--- src/design/eeg_headset_packet_parser_assert.svh ---
// Assertion macros shared by the packet parser modules.
`ifndef EEG_HEADSET_PACKET_PARSER_ASSERT_SVH
`define EEG_HEADSET_PACKET_PARSER_ASSERT_SVH

// The consequent must hold in the same cycle as the antecedent.
`define EEGP_ASSERT_NOW(lbl, ante, cons, msg) \
	lbl: assert property (@(posedge clk) disable iff (!arst_n) (ante) |-> (cons)) \
		else $error(msg);

// The consequent must hold in the cycle after the antecedent.
`define EEGP_ASSERT_NEXT(lbl, ante, cons, msg) \
	lbl: assert property (@(posedge clk) disable iff (!arst_n) (ante) |=> (cons)) \
		else $error(msg);

`endif

--- src/design/eegp_pkg.sv ---
// Package with constants, types and helper functions of the EEG packet parser.
package eegp_pkg;

	localparam int unsigned NumQty = 13;

	localparam logic [7:0] SYNC_BYTE   = 8'hAA;
	localparam logic [7:0] EXCODE_BYTE = 8'h55;
	localparam logic [7:0] MAX_PAYLOAD = 8'd169;

	localparam logic [7:0] CODE_POOR  = 8'h02;
	localparam logic [7:0] CODE_ATTN  = 8'h04;
	localparam logic [7:0] CODE_MED   = 8'h05;
	localparam logic [7:0] CODE_BLINK = 8'h16;
	localparam logic [7:0] CODE_RAW   = 8'h80;
	localparam logic [7:0] CODE_BANDS = 8'h83;
	localparam logic [7:0] RAW_LEN    = 8'd2;
	localparam logic [7:0] BANDS_LEN  = 8'd24;

	localparam logic [3:0] QTY_POOR  = 4'd0;
	localparam logic [3:0] QTY_ATTN  = 4'd1;
	localparam logic [3:0] QTY_MED   = 4'd2;
	localparam logic [3:0] QTY_BLINK = 4'd3;
	localparam logic [3:0] QTY_RAW   = 4'd4;
	localparam logic [3:0] QTY_BAND0 = 4'd5;
	localparam logic [3:0] QTY_NONE  = 4'd13;

	localparam logic [NumQty-1:0] BAND_MARKS = 13'h1FE0;

	// Parse phases, shared by the controller and the datapath.
	localparam logic [2:0] PH_HUNT1  = 3'd0;
	localparam logic [2:0] PH_HUNT2  = 3'd1;
	localparam logic [2:0] PH_LENGTH = 3'd2;
	localparam logic [2:0] PH_CODE   = 3'd3;
	localparam logic [2:0] PH_VLEN   = 3'd4;
	localparam logic [2:0] PH_DATA   = 3'd5;
	localparam logic [2:0] PH_SKIP   = 3'd6;
	localparam logic [2:0] PH_CHECK  = 3'd7;

	typedef logic [NumQty-1:0] marks_t;

	typedef struct packed {
		logic       byte_en;
		logic       emit_load;
		logic [2:0] phase;
	} eegp_cmd_t;

	typedef struct packed {
		logic b_sync;
		logic b_zero;
		logic b_big;
		logic b_excode;
		logic b_ext;
		logic vlen_ok;
		logic last_payload;
		logic skip_done;
		logic row_done;
		logic out_free;
		logic emit_last;
	} eegp_status_t;

	function automatic logic [3:0] lowest_mark(input marks_t marks);
		logic [3:0] idx;
		idx = QTY_NONE;
		for (int i = NumQty - 1; i >= 0; i--) begin
			if (marks[i]) idx = 4'(i);
		end
		return idx;
	endfunction

	function automatic marks_t qty_bit(input logic [3:0] q);
		return marks_t'(1) << q;
	endfunction

endpackage

--- src/design/eegp_datapath.sv ---
// Datapath of the EEG packet parser: counters, row decoding, shadow values and result register.
`include "eeg_headset_packet_parser_assert.svh"

module eegp_datapath import eegp_pkg::*; (
	input  logic         clk,
	input  logic         arst_n,
	input  eegp_cmd_t    cmd,
	input  logic [7:0]   rx_byte,
	output eegp_status_t status,
	input  logic         out_stall,
	output logic         out_valid,
	output logic [3:0]   quantity,
	output logic [23:0]  value,
	output logic         checksum_ok,
	output logic         last_of_packet
);

	logic [7:0]  bytes_left_q;
	logic [7:0]  payload_sum_q;
	logic [7:0]  row_code_q;
	logic [4:0]  row_position_q;
	logic [23:0] value_acc_q;
	logic [1:0]  triple_q;
	logic [2:0]  band_q;
	logic [23:0] shadow_q [NumQty];
	marks_t      marks_q;
	logic        emit_ok_q;
	logic        out_valid_q;
	logic [3:0]  quantity_q;
	logic [23:0] value_q;
	logic        checksum_ok_q;
	logic        last_q;

	logic [23:0] acc_shift;
	logic [4:0]  pos_next;
	logic [3:0]  short_idx;
	logic        short_known;
	logic        triple_full;
	logic        check_good;
	logic        wr_en;
	logic [3:0]  wr_addr;
	logic [23:0] wr_data;
	marks_t      set_marks;
	logic [3:0]  emit_idx;
	logic        payload_phase;

	assign acc_shift     = {value_acc_q[15:0], rx_byte};
	assign pos_next      = row_position_q + 5'd1;
	assign triple_full   = (triple_q == 2'd2);
	assign check_good    = ((~payload_sum_q) == rx_byte);
	assign emit_idx      = lowest_mark(marks_q);
	assign payload_phase = (cmd.phase == PH_CODE) || (cmd.phase == PH_VLEN) ||
		(cmd.phase == PH_SKIP) || (cmd.phase == PH_DATA);

	always_comb begin
		short_known = 1'b1;
		case (row_code_q)
			CODE_POOR:  short_idx = QTY_POOR;
			CODE_ATTN:  short_idx = QTY_ATTN;
			CODE_MED:   short_idx = QTY_MED;
			CODE_BLINK: short_idx = QTY_BLINK;
			default: begin
				short_idx   = QTY_NONE;
				short_known = 1'b0;
			end
		endcase
	end

	// Shadow write and mark update for the data byte of a row.
	always_comb begin
		wr_en     = 1'b0;
		wr_addr   = short_idx;
		wr_data   = acc_shift;
		set_marks = '0;
		if (cmd.byte_en && cmd.phase == PH_DATA) begin
			if (!row_code_q[7]) begin
				wr_en = short_known;
				if (short_known) set_marks = qty_bit(short_idx);
			end else if (row_code_q == CODE_RAW) begin
				wr_addr = QTY_RAW;
				wr_data = {8'h00, acc_shift[15:0]};
				if (pos_next >= 5'd2) begin
					wr_en     = 1'b1;
					set_marks = qty_bit(QTY_RAW);
				end
			end else begin
				wr_addr = QTY_BAND0 + {1'b0, band_q};
				if (triple_full) begin
					wr_en = 1'b1;
					if (band_q == 3'd7) set_marks = BAND_MARKS;
				end
			end
		end
	end

	always_comb begin
		status.b_sync       = (rx_byte == SYNC_BYTE);
		status.b_zero       = (rx_byte == 8'd0);
		status.b_big        = (rx_byte > MAX_PAYLOAD);
		status.b_excode     = (rx_byte == EXCODE_BYTE);
		status.b_ext        = rx_byte[7];
		status.vlen_ok      = (row_code_q == CODE_RAW && rx_byte == RAW_LEN) ||
			(row_code_q == CODE_BANDS && rx_byte == BANDS_LEN);
		status.last_payload = (bytes_left_q == 8'd1);
		status.skip_done    = (value_acc_q == 24'd1);
		if (!row_code_q[7]) begin
			status.row_done = 1'b1;
		end else if (row_code_q == CODE_RAW) begin
			status.row_done = (pos_next >= 5'd2);
		end else begin
			status.row_done = triple_full && (band_q == 3'd7);
		end
		status.out_free  = !out_valid_q || !out_stall;
		status.emit_last = ((marks_q & (marks_q - marks_t'(1))) == '0);
	end

	always_ff @(posedge clk) begin
		if (cmd.byte_en) begin
			case (cmd.phase)
				PH_LENGTH: begin
					if (!status.b_sync && !status.b_big) begin
						bytes_left_q  <= rx_byte;
						payload_sum_q <= 8'd0;
					end
				end
				PH_CHECK: begin
					payload_sum_q <= 8'd0;
					emit_ok_q     <= check_good;
				end
				PH_CODE, PH_VLEN, PH_SKIP, PH_DATA: begin
					payload_sum_q <= payload_sum_q + rx_byte;
					bytes_left_q  <= bytes_left_q - 8'd1;
					case (cmd.phase)
						PH_CODE: begin
							if (!status.b_excode) begin
								row_code_q     <= rx_byte;
								row_position_q <= 5'd0;
								value_acc_q    <= 24'd0;
								triple_q       <= 2'd0;
								band_q         <= 3'd0;
							end
						end
						PH_VLEN: begin
							if (!status.vlen_ok && !status.b_zero) begin
								value_acc_q <= {16'h0000, rx_byte};
							end
						end
						PH_SKIP: begin
							value_acc_q <= value_acc_q - 24'd1;
						end
						default: begin
							row_position_q <= pos_next;
							if (row_code_q[7] && row_code_q != CODE_RAW && triple_full) begin
								value_acc_q <= 24'd0;
								triple_q    <= 2'd0;
								band_q      <= band_q + 3'd1;
							end else begin
								value_acc_q <= acc_shift;
								triple_q    <= triple_q + 2'd1;
							end
						end
					endcase
				end
				default: begin
				end
			endcase
		end
		if (wr_en) shadow_q[wr_addr] <= wr_data;
		if (cmd.emit_load) begin
			if (marks_q == '0) begin
				quantity_q    <= QTY_NONE;
				value_q       <= 24'd0;
				checksum_ok_q <= emit_ok_q;
				last_q        <= 1'b1;
			end else begin
				quantity_q    <= emit_idx;
				value_q       <= shadow_q[emit_idx];
				checksum_ok_q <= 1'b1;
				last_q        <= status.emit_last;
			end
		end
	end

	always_ff @(posedge clk or negedge arst_n) begin
		if (!arst_n) begin
			marks_q     <= '0;
			out_valid_q <= 1'b0;
		end else begin
			if (cmd.byte_en) begin
				case (cmd.phase)
					PH_LENGTH: begin
						if (!status.b_sync && !status.b_big) marks_q <= '0;
					end
					PH_CHECK: begin
						if (!check_good) marks_q <= '0;
					end
					default: begin
						marks_q <= marks_q | set_marks;
					end
				endcase
			end else if (cmd.emit_load && marks_q != '0) begin
				marks_q <= marks_q & ~qty_bit(emit_idx);
			end
			if (cmd.emit_load) begin
				out_valid_q <= 1'b1;
			end else if (!out_stall) begin
				out_valid_q <= 1'b0;
			end
		end
	end

	assign out_valid      = out_valid_q;
	assign quantity       = quantity_q;
	assign value          = value_q;
	assign checksum_ok    = checksum_ok_q;
	assign last_of_packet = last_q;

	`EEGP_ASSERT_NOW(a_payload_count_live, cmd.byte_en && payload_phase, bytes_left_q != 8'd0, "payload word taken with no bytes left")
	`EEGP_ASSERT_NEXT(a_marks_remain, cmd.emit_load && !status.emit_last, marks_q != '0, "result not marked last but no marks remain")

endmodule

--- src/design/eegp_ctrl.sv ---
// Controller of the EEG packet parser: parse phase and result emission sequencing.
`include "eeg_headset_packet_parser_assert.svh"

module eegp_ctrl import eegp_pkg::*; (
	input  logic         clk,
	input  logic         arst_n,
	input  logic         in_valid,
	output logic         in_stall,
	input  eegp_status_t status,
	output eegp_cmd_t    cmd
);

	localparam logic MODE_PARSE = 1'b0;
	localparam logic MODE_EMIT  = 1'b1;

	logic       mode_q;
	logic [2:0] phase_q;
	logic       mode_d;
	logic [2:0] phase_d;
	logic       byte_en;
	logic       emit_load;

	assign in_stall  = (mode_q == MODE_EMIT);
	assign byte_en   = in_valid && !in_stall;
	assign emit_load = (mode_q == MODE_EMIT) && status.out_free;

	assign cmd.byte_en   = byte_en;
	assign cmd.emit_load = emit_load;
	assign cmd.phase     = phase_q;

	always_comb begin
		phase_d = phase_q;
		mode_d  = mode_q;
		if (byte_en) begin
			case (phase_q)
				PH_HUNT1: begin
					if (status.b_sync) phase_d = PH_HUNT2;
				end
				PH_HUNT2: begin
					phase_d = status.b_sync ? PH_LENGTH : PH_HUNT1;
				end
				PH_LENGTH: begin
					if (!status.b_sync) begin
						if (status.b_big) phase_d = PH_HUNT1;
						else if (status.b_zero) phase_d = PH_CHECK;
						else phase_d = PH_CODE;
					end
				end
				PH_CHECK: begin
					phase_d = PH_HUNT1;
					mode_d  = MODE_EMIT;
				end
				PH_CODE: begin
					if (!status.b_excode) phase_d = status.b_ext ? PH_VLEN : PH_DATA;
				end
				PH_VLEN: begin
					if (status.vlen_ok) phase_d = PH_DATA;
					else if (status.b_zero) phase_d = PH_CODE;
					else phase_d = PH_SKIP;
				end
				PH_SKIP: begin
					if (status.skip_done) phase_d = PH_CODE;
				end
				default: begin
					if (status.row_done) phase_d = PH_CODE;
				end
			endcase
			if (phase_q != PH_HUNT1 && phase_q != PH_HUNT2 && phase_q != PH_LENGTH &&
				phase_q != PH_CHECK && status.last_payload) begin
				phase_d = PH_CHECK;
			end
		end
		if (emit_load && status.emit_last) mode_d = MODE_PARSE;
	end

	always_ff @(posedge clk or negedge arst_n) begin
		if (!arst_n) begin
			mode_q  <= MODE_PARSE;
			phase_q <= PH_HUNT1;
		end else begin
			mode_q  <= mode_d;
			phase_q <= phase_d;
		end
	end

	`EEGP_ASSERT_NEXT(a_check_starts_emit, byte_en && phase_q == PH_CHECK, mode_q == MODE_EMIT && phase_q == PH_HUNT1, "checksum word did not start emission")
	`EEGP_ASSERT_NEXT(a_emit_ends, emit_load && status.emit_last, mode_q == MODE_PARSE, "emission did not end after last result")

endmodule

--- src/design/eeg_headset_packet_parser.sv ---
// Top level of the EEG headset packet parser: controller plus datapath.
//
//   Channel   Direction  Handshake             Payload
//   input     in         in_valid / in_stall   rx_byte
//   output    out        out_valid / out_stall quantity, value, checksum_ok, last_of_packet
//
// While a packet is parsed, one input word is taken every cycle; sync, length and
// payload words are absorbed without producing anything.
// The checksum word starts an emission pass that gives one result per cycle, from
// one up to thirteen results, through a priority encoder over the update marks.
// During that pass the input is stalled; a stalled output holds the pass in place.
// After reset the parser hunts for the first sync word; no clearing pass is needed.
module eeg_headset_packet_parser import eegp_pkg::*; (
	input  logic        clk,
	input  logic        arst_n,
	input  logic        in_valid,
	output logic        in_stall,
	input  logic [7:0]  rx_byte,
	output logic        out_valid,
	input  logic        out_stall,
	output logic [3:0]  quantity,
	output logic [23:0] value,
	output logic        checksum_ok,
	output logic        last_of_packet
);

	// Commands go from the controller to the datapath, status flags come back.
	eegp_cmd_t    cmd;
	eegp_status_t status;

	// The controller tracks the parse phase and decides when a result word
	// is loaded into the output register.
	eegp_ctrl u_ctrl (
		.clk      (clk),
		.arst_n   (arst_n),
		.in_valid (in_valid),
		.in_stall (in_stall),
		.status   (status),
		.cmd      (cmd)
	);

	// The datapath holds the byte counters, the checksum sum, the row decoder,
	// the thirteen shadow values with their update marks and the result register.
	eegp_datapath u_datapath (
		.clk            (clk),
		.arst_n         (arst_n),
		.cmd            (cmd),
		.rx_byte        (rx_byte),
		.status         (status),
		.out_stall      (out_stall),
		.out_valid      (out_valid),
		.quantity       (quantity),
		.value          (value),
		.checksum_ok    (checksum_ok),
		.last_of_packet (last_of_packet)
	);

endmodule

--- config.mk ---
export PLATFORM = sky130hd
export DESIGN_NAME = eeg_headset_packet_parser
export DESIGN_NICKNAME = d
export VERILOG_FILES = /design/src/design/eegp_pkg.sv /design/src/design/eegp_datapath.sv /design/src/design/eegp_ctrl.sv /design/src/design/eeg_headset_packet_parser.sv
export VERILOG_INCLUDE_DIRS = /design/src /design/src/design
export SDC_FILE = /design/constraint.sdc
export NUM_CORES = 1
export LEC_CHECK = 0
export BUFFER_PORTS_ARGS = -buffer_cell sky130_fd_sc_hd__buf_2
export CELL_PAD_IN_SITES_DETAIL_PLACEMENT = 1
export CELL_PAD_IN_SITES_GLOBAL_PLACEMENT = 1
export CORE_MARGIN = 2
export CORE_UTILIZATION = 57
export CTS_BUF_LIST = sky130_fd_sc_hd__clkbuf_4 sky130_fd_sc_hd__clkbuf_8 sky130_fd_sc_hd__clkbuf_16
export CTS_CLUSTER_SIZE = 30
export DETAILED_ROUTE_END_ITERATION = 12
export PLACE_DENSITY_LB_ADDON = 0.1
export SYNTH_ARGS = -nofsm -noshare
export SYNTH_HDL_FRONTEND = slang
export SYNTH_HIERARCHICAL = 1
export SYNTH_SLANG_ARGS = --single-unit
--- constraint.sdc ---
create_clock -name clk -period 5.5 [get_ports clk]
set_clock_uncertainty 0.15 [all_clocks]
set_input_delay 1.1 -clock clk [delete_from_list [all_inputs] [get_ports clk]]
set_output_delay 1.1 -clock clk [all_outputs]
set_load 0.005 [all_outputs]
Word-level counts from Yosys, hierarchy flattened
Memories as Yosys holds them, arrays and structs flattened. A register that Yosys moved wholly into a read port is not among the register bits.
Cells that the tools add are included.
{ "classes": {"add_sub_neg": 8, "magnitude_cmp": 2, "eq_ne": 36, "shift": 2, "mux": 76, "bitwise": 7, "n_reduce_logical": 51} }
{ "op_table": {"columns": ["op", "count"], "rows": [
  ["$mux 24", 6],
  ["$mux 13", 10],
  ["$pmux 24 s3", 1],
  ["$mux 4", 15],
  ["$mux 3", 12],
  ["$and 13x13->13", 2],
  ["$logic_not 13->1", 2],
  ["$pmux 13 s2", 1],
  ["$shl 1x4->13 const A", 2],
  ["$eq 24x1->1 const B", 1],
  ["$eq 8x8->1 const B", 3],
  ["$pmux 8 s3", 1],
  ["$sub 24x1->24 const B", 1],
  ["$pmux 3 s7", 1],
  ["$mux 1", 17],
  ["$eq 8x2->1 const B", 2],
  ["$eq 8x3->1 const B", 2],
  ["$eq 8x5->1 const B", 2],
  ["$logic_and 1x1->1", 16],
  ["$mux 8", 2],
  ["$pmux 4 s4", 1],
  ["$pmux 8 s2", 1],
  ["$eq 3x3->1 const B", 5],
  ["$not 13->13", 1],
  ["other kinds (44)", 75]
]} }
{ "word_totals": {"ff_bits": 83, "ramBits": 312, "input_bits": 12, "out_inout_bits": 32, "word_cells": 198, "mem_count": 1} }
{ "memory_table": {"columns": ["memory", "depth", "width", "rd", "rd_clocked_by_memory_dff", "write_ports", "line", "source"], "rows": [
  ["u_datapath.shadow_q", 13, 24, 1, 1, 1, "eegp_datapath.sv:25", "logic [23:0] shadow_q [NumQty];"]
]} }

Depth between registers and ports, before layout
{ "depth": {"ltp_word": 18, "depth_mapped": 10, "mapped_depth_nobuf": 10} }

Modules after synthesis
Netlist, hierarchy kept.
{ "by_module_without_submodules": {"columns": ["module", "instances", "cells_each", "area_per_inst_um2", "seq_area_each_um2"], "rows": [
  ["eegp_datapath", 1, 1283, 17919.7, 12391.9],
  ["eegp_ctrl", 1, 52, 421.7, 100.1]
]} }

Least setup slack after synthesis
Ideal clock, no wire load.
{ "synth_timing": {"kind": "input-to-reg", "startpoint": "input in_valid", "endpoint": "register u_datapath.value_acc_q[0] (enable)", "setup_time_ps": 444, "arrival_time_ps": 3814, "required_ps": 4906, "path_slack_ps": 1092, "path_stages": 7, "path_buffers": 3, "cell_sequence": "nand2b_1 -> inv_1 -> buf_4 -> clkbuf_1 -> inv_1 -> clkbuf_1 -> o32ai_1"} }
{ "synth_via": {"elab_chain_cells": 2} }
{ "synth_rtl": {"columns": ["element", "line", "source"], "rows": [
  ["from (decl)", "eeg_headset_packet_parser.sv:16", "input logic in_valid,"],
  ["$logic_and 1x1->1", "eegp_ctrl.sv:24", "assign byte_en = in_valid && !in_stall;"],
  ["net u_ctrl.byte_en", "eegp_ctrl.sv:20", "logic byte_en;"],
  ["$reduce_and 4->1 (no line)", null, null],
  ["to (signal assigned)", "eegp_datapath.sv:145", "value_acc_q <= {16'h0000, rx_byte};"],
  ["to (signal assigned)", "eegp_datapath.sv:149", "value_acc_q <= value_acc_q - 24'd1;"],
  ["to (signal assigned)", "eegp_datapath.sv:158", "value_acc_q <= acc_shift;"],
  ["to (decl)", "eegp_datapath.sv:22", "logic [23:0] value_acc_q;"]
]} }
The timed path passes the listed nets, and every way through them passes these cells.
A chain may end at the register's enable or synchronous reset.

Worst setup path after layout
{ "layout_timing": {"startpoint": "register u_ctrl.phase_q[2]", "endpoint": "memory u_datapath.shadow_q[8][7] (enable)"} }
{ "layout_via": {"elab_chain_cells": 5, "word_cells_on_any_way": 6, "cone_classes": "eq/ne: 1; mux: 4; reduce/logical: 1"} }
{ "layout_rtl": {"columns": ["element", "line", "source"], "rows": [
  ["from (decl)", "eegp_ctrl.sv:17", "logic [2:0] phase_q;"],
  ["from (signal assigned)", "eegp_ctrl.sv:82", "phase_q <= phase_d;"],
  ["$eq 3x3->1 *", null, null],
  ["$logic_and 1x1->1 *", "eegp_datapath.sv:75", "if (cmd.byte_en && cmd.phase == PH_DATA) begin"],
  ["$mux 1", "eegp_datapath.sv:75", null],
  ["$mux 1", "eegp_datapath.sv:168", "if (wr_en) shadow_q[wr_addr] <= wr_data;"],
  ["$mux 1 (not written as such)", "eegp_datapath.sv:168", null],
  ["to (decl)", "eegp_datapath.sv:25", null]
]} }
Mark *: on every way between the ends. The rest lies on a longest branch, timed or not.

==> flow_metrics.py <==
metrics = {
    "run_status": {
        "status": "finished, final reports clean",
    },
    "routing": {
        "drc": 0,
        "via_per_inst": 6.67,
        "ant_nets": 0,
        "wl_per_cell_um": 28.1,
        "drt_iter0_drc": 1196,
        "via_count": 12100,
        "drt-pass1-iter-count": 5,
        "wl_um": 50700,
    },
    "setup_path": {
        "r2r-end": "u_datapath/shadow_q[8][7]",
        "cp_max_fo": 28,
        "ff2ff_setup_slack_ns": 1.28,
        "crit_required_ns": 5.58,
        "r2r_start": "u_ctrl/phase_q[2]",
        "crit_path_start_kind": "flop",
        "end_kind": "flop",
        "r2r_cells": 6,
        "cp.arrival_ns": 4.30,
        "path_class": "reg -> reg",
    },
    "die": {
        "die-area_sq_um": 33600,
        "die_w_um": 183,
        "die-height_um": 183,
        "core-area_sq_um": 31600,
        "initial_core_util_pct": 58.0,
        "rows": 65,
        "io-pin-count": 44,
    },
    "synthesis": {
        "synth_top_family_by_area": "simple AND/OR/NAND/NOR gates",
        "synthesis.nets": 1364,
        "synthAdderAreaFrac_pct": 1.31,
        "synth-simple-area-share_pct": 11.5,
        "synth_edf_count": 401,
        "synth.distinct_cells": 84,
        "yosysSeqAreaShare_pct": 68.1,
        "synth_ff_type": "edfxtp_1",
        "synth.avg_cell_area_sq_um": 13.7,
        "ys_warn_count": 6,
        "synth-xor-area-share_pct": 1.77,
        "syn_inst": 1335,
        "synth_compound_area_share_pct": 11.4,
        "syn-cell-area_sq_um": 18300,
        "synthMuxAreaShare_pct": 3.11,
        "synth_seq_cells": 419,
        "async_flop_share_pct": 4.30,
    },
    "global_route": {
        "grt_use_total_pct": 30.6,
        "antenna_found_initial": 0,
        "gr-total-overflow": 0,
        "grt_max_degree": 51,
        "grt_pass1_vias": 12400,
        "grt_first_pass_wirelength_um": 76700,
    },
    "clocking": {
        "cts_buffers": 43,
        "path_clk_slew_ns": 0.06,
        "cts_buffer_depth": 3,
        "clock_latency_ns": 0.54,
        "cts_hold_buf": 0,
        "cts_resized": 0,
        "cts_root_buffer": "clkbuf_16",
        "clkSinkCount": 419,
        "htreeDepth": 2,
        "cts_tree": "done",
        "cts_setup_buffers": 0,
    },
    "hold_path": {
        "min_to": "u_datapath/out_valid",
        "hold_depth": 2,
        "hp-start": "u_datapath/out_valid",
        "min_path_type": "reg -> reg",
    },
    "cells_and_area": {
        "num_antenna_cells": 0,
        "syn2layout_area_growth_pct": 11.2,
        "drive_gt1_share_pct": 16.9,
        "fillers": 2973,
        "nNetsFinal": 1404,
    },
    "power": {
        "clockPowerShare_pct": 29.5,
        "seqPwrFrac_pct": 45.0,
        "intPower_uw": 6700,
        "ir_worst_vdd_v": 0.000285,
        "power_density_nw_per_um2": 485,
        "swShare_pct": 32.3,
        "comb_power_share_pct": 25.5,
        "leakagePower_uw": 0.00666,
        "p_sw_uw": 3200,
    },
    "placement": {
        "portBuffers": 43,
        "place_congestion": 0.843,
        "pre_cts_ws_ns": 1.14,
        "dpl.hpwl_um": 31200,
    },
    "sta": {
        "maxSlewViolCount": 0,
        "fin_setup_tns_ns": 0,
        "finalSetupViolations": 0,
        "setup_slack_ns": 1.28,
        "fin_crit_ns": 4.22,
        "fmax_mhz": 237,
        "rsz0062_at_grt": "false",
        "slew_headroom_pct": 7.33,
        "worst_pin_slew_ns": 1.37,
        "hold_viol_final": 0,
        "min_period_over_period_pct": 76.8,
    },
    "job": {
        "drv_cap": 0,
    },
}
[worst max-delay path: stages, from the launching register on]
cell and delay (ns):
dfrtp_1 0.89, nor2b_1 0.39, nand4_1 0.48, nor2_1 0.45, nand3_1 0.31, nor2_2 0.85
buf_4 0.37
[synthesized netlist by cell type, drive strengths merged (5+ instances only)]
master | count | area share, %
a21oi | 55 | 1.6
buf | 41 | 1.4
o211ai | 26 | 1.1
nor4b | 6 | 0.32
o21ai | 49 | 1.3
a221oi | 17 | 0.81
nor3 | 46 | 1.3
nor2b | 10 | 0.34
edfxtp | 401 | 66
nor4 | 16 | 0.81
a311o | 24 | 1.3
or4 | 8 | 0.38
ha | 16 | 1.1
xnor2 | 21 | 1.0
inv | 28 | 0.57
a31oi | 28 | 0.96
xor2 | 16 | 0.76
mux2 | 42 | 2.6
nor3b | 27 | 1.1
nand3b | 5 | 0.20
and2b | 8 | 0.38
nand2 | 149 | 3.0
or2 | 5 | 0.17
mux2i | 9 | 0.49
dfrtp | 18 | 2.5
nor2 | 74 | 1.6
clkbuf | 39 | 0.80
or3 | 7 | 0.24
a22o | 25 | 1.2
a211oi | 34 | 1.4
nand2b | 13 | 0.44
nand3 | 13 | 0.35
[cell usage in the layout (no fill, tap or decap), drive strengths merged, types with 29 or more instances in the layout]
master and count:
a211oi 34, a21oi 55, buf 75, clkbuf 47, edfxtp 401, inv 29
mux2 42, nand2 149, nor2 74, nor3 46, o21ai 49
[per-stage QoR]
| step | hold slack (ns) | total power (uW) | area (sq um) | utilization (%) | instances |
|---|---|---|---|---|---|
| 2_1_floorplan | 0.335 | 6110 | 18300 | - | 1335 |
| 3_3_place_gp | 0.321 | 6840 | 19000 | 60.0 | 1732 |
| 3_5_place_dp | 0.330 | 6970 | 19000 | 60.0 | 1732 |
| 4_1_cts | 0.346 | 9920 | 20400 | 64.4 | 1807 |
| 5_1_grt | 0.375 | 10300 | 20400 | 64.4 | 1807 |
| 6_report | 0.343 | 9890 | 20400 | 64.4 | 1807 |
[worst max path at each step]
stage	slack, ns	start	endpoint	cells after the start
6_report	1.28	u_ctrl/phase_q[2]	u_datapath/shadow_q[8][7]	6
5_1_grt	1.09	u_ctrl/phase_q[2]	u_datapath/shadow_q[8][4]	6
4_1_cts	1.39	u_ctrl/phase_q[2]	u_datapath/shadow_q[8][7]	6
3_5_place_dp	1.14	in_valid	u_datapath/shadow_q[8][11]	8
3_3_place_gp	1.33	in_valid	u_datapath/shadow_q[8][22]	8
2_1_floorplan	1.09	in_valid	u_datapath/value_acc_q[0]	7
[flip-flops by register name (all words and copies together) (netlist names), 2 cells and up]
name                       count
u_datapath/bytes_left_q        8
u_datapath/value_acc_q        24
u_datapath/shadow_q          312
u_datapath/payload_sum_q       8
u_datapath/triple_q            2
u_ctrl/phase_q                 3
u_datapath/value              24
u_datapath/row_code_q          8
u_datapath/band_q              3
u_datapath/marks_q            13
u_datapath/quantity            4
u_datapath/row_position_q      5
[cell families after synthesis]
group                    count (synthesis)
AO/OA/AOI/OAI                          295
flip-flops                             419
AND/OR/NAND/NOR                        406
adder cells (fa/ha/maj)                 19
XOR/XNOR                                37
buffers and inverters                  108
multiplexers                            51
[layout make-up]
type                            instances  area (sq um)  area share [%]
Sequential cell                       419         12500            61.3
Multi-Input combinational cell        808          5440            26.7
Clock buffer                           47          1110            5.42
Tap cell                              402           503            2.47
Timing Repair Buffer                   75           455            2.23
Clock inverter                         28           289            1.42
Inverter                               28           105           0.515
[routing by layer]
layer / part of all wire, % / up-vias / global-route usage, %
met5: 0 / - / 0
met3: 6.4 / 90 / 4.53
met1: 42 / 6210 / 42.3
li1: - / 5253 / -
met4: 2.6 / 0 / 10.0
met2: 49 / 497 / 50.4
[power by group through the flow]
stage               logic [uW]  clock network [uW]  registers (uW)
floorplan                 1770                   0            4340
global placement          2360                   0            4480
detailed placement        2460                   0            4510
CTS                       2510                2970            4450
global route              2730                3060            4490
finish                    2520                2920            4450
Power figures use the tool's default switching activity.
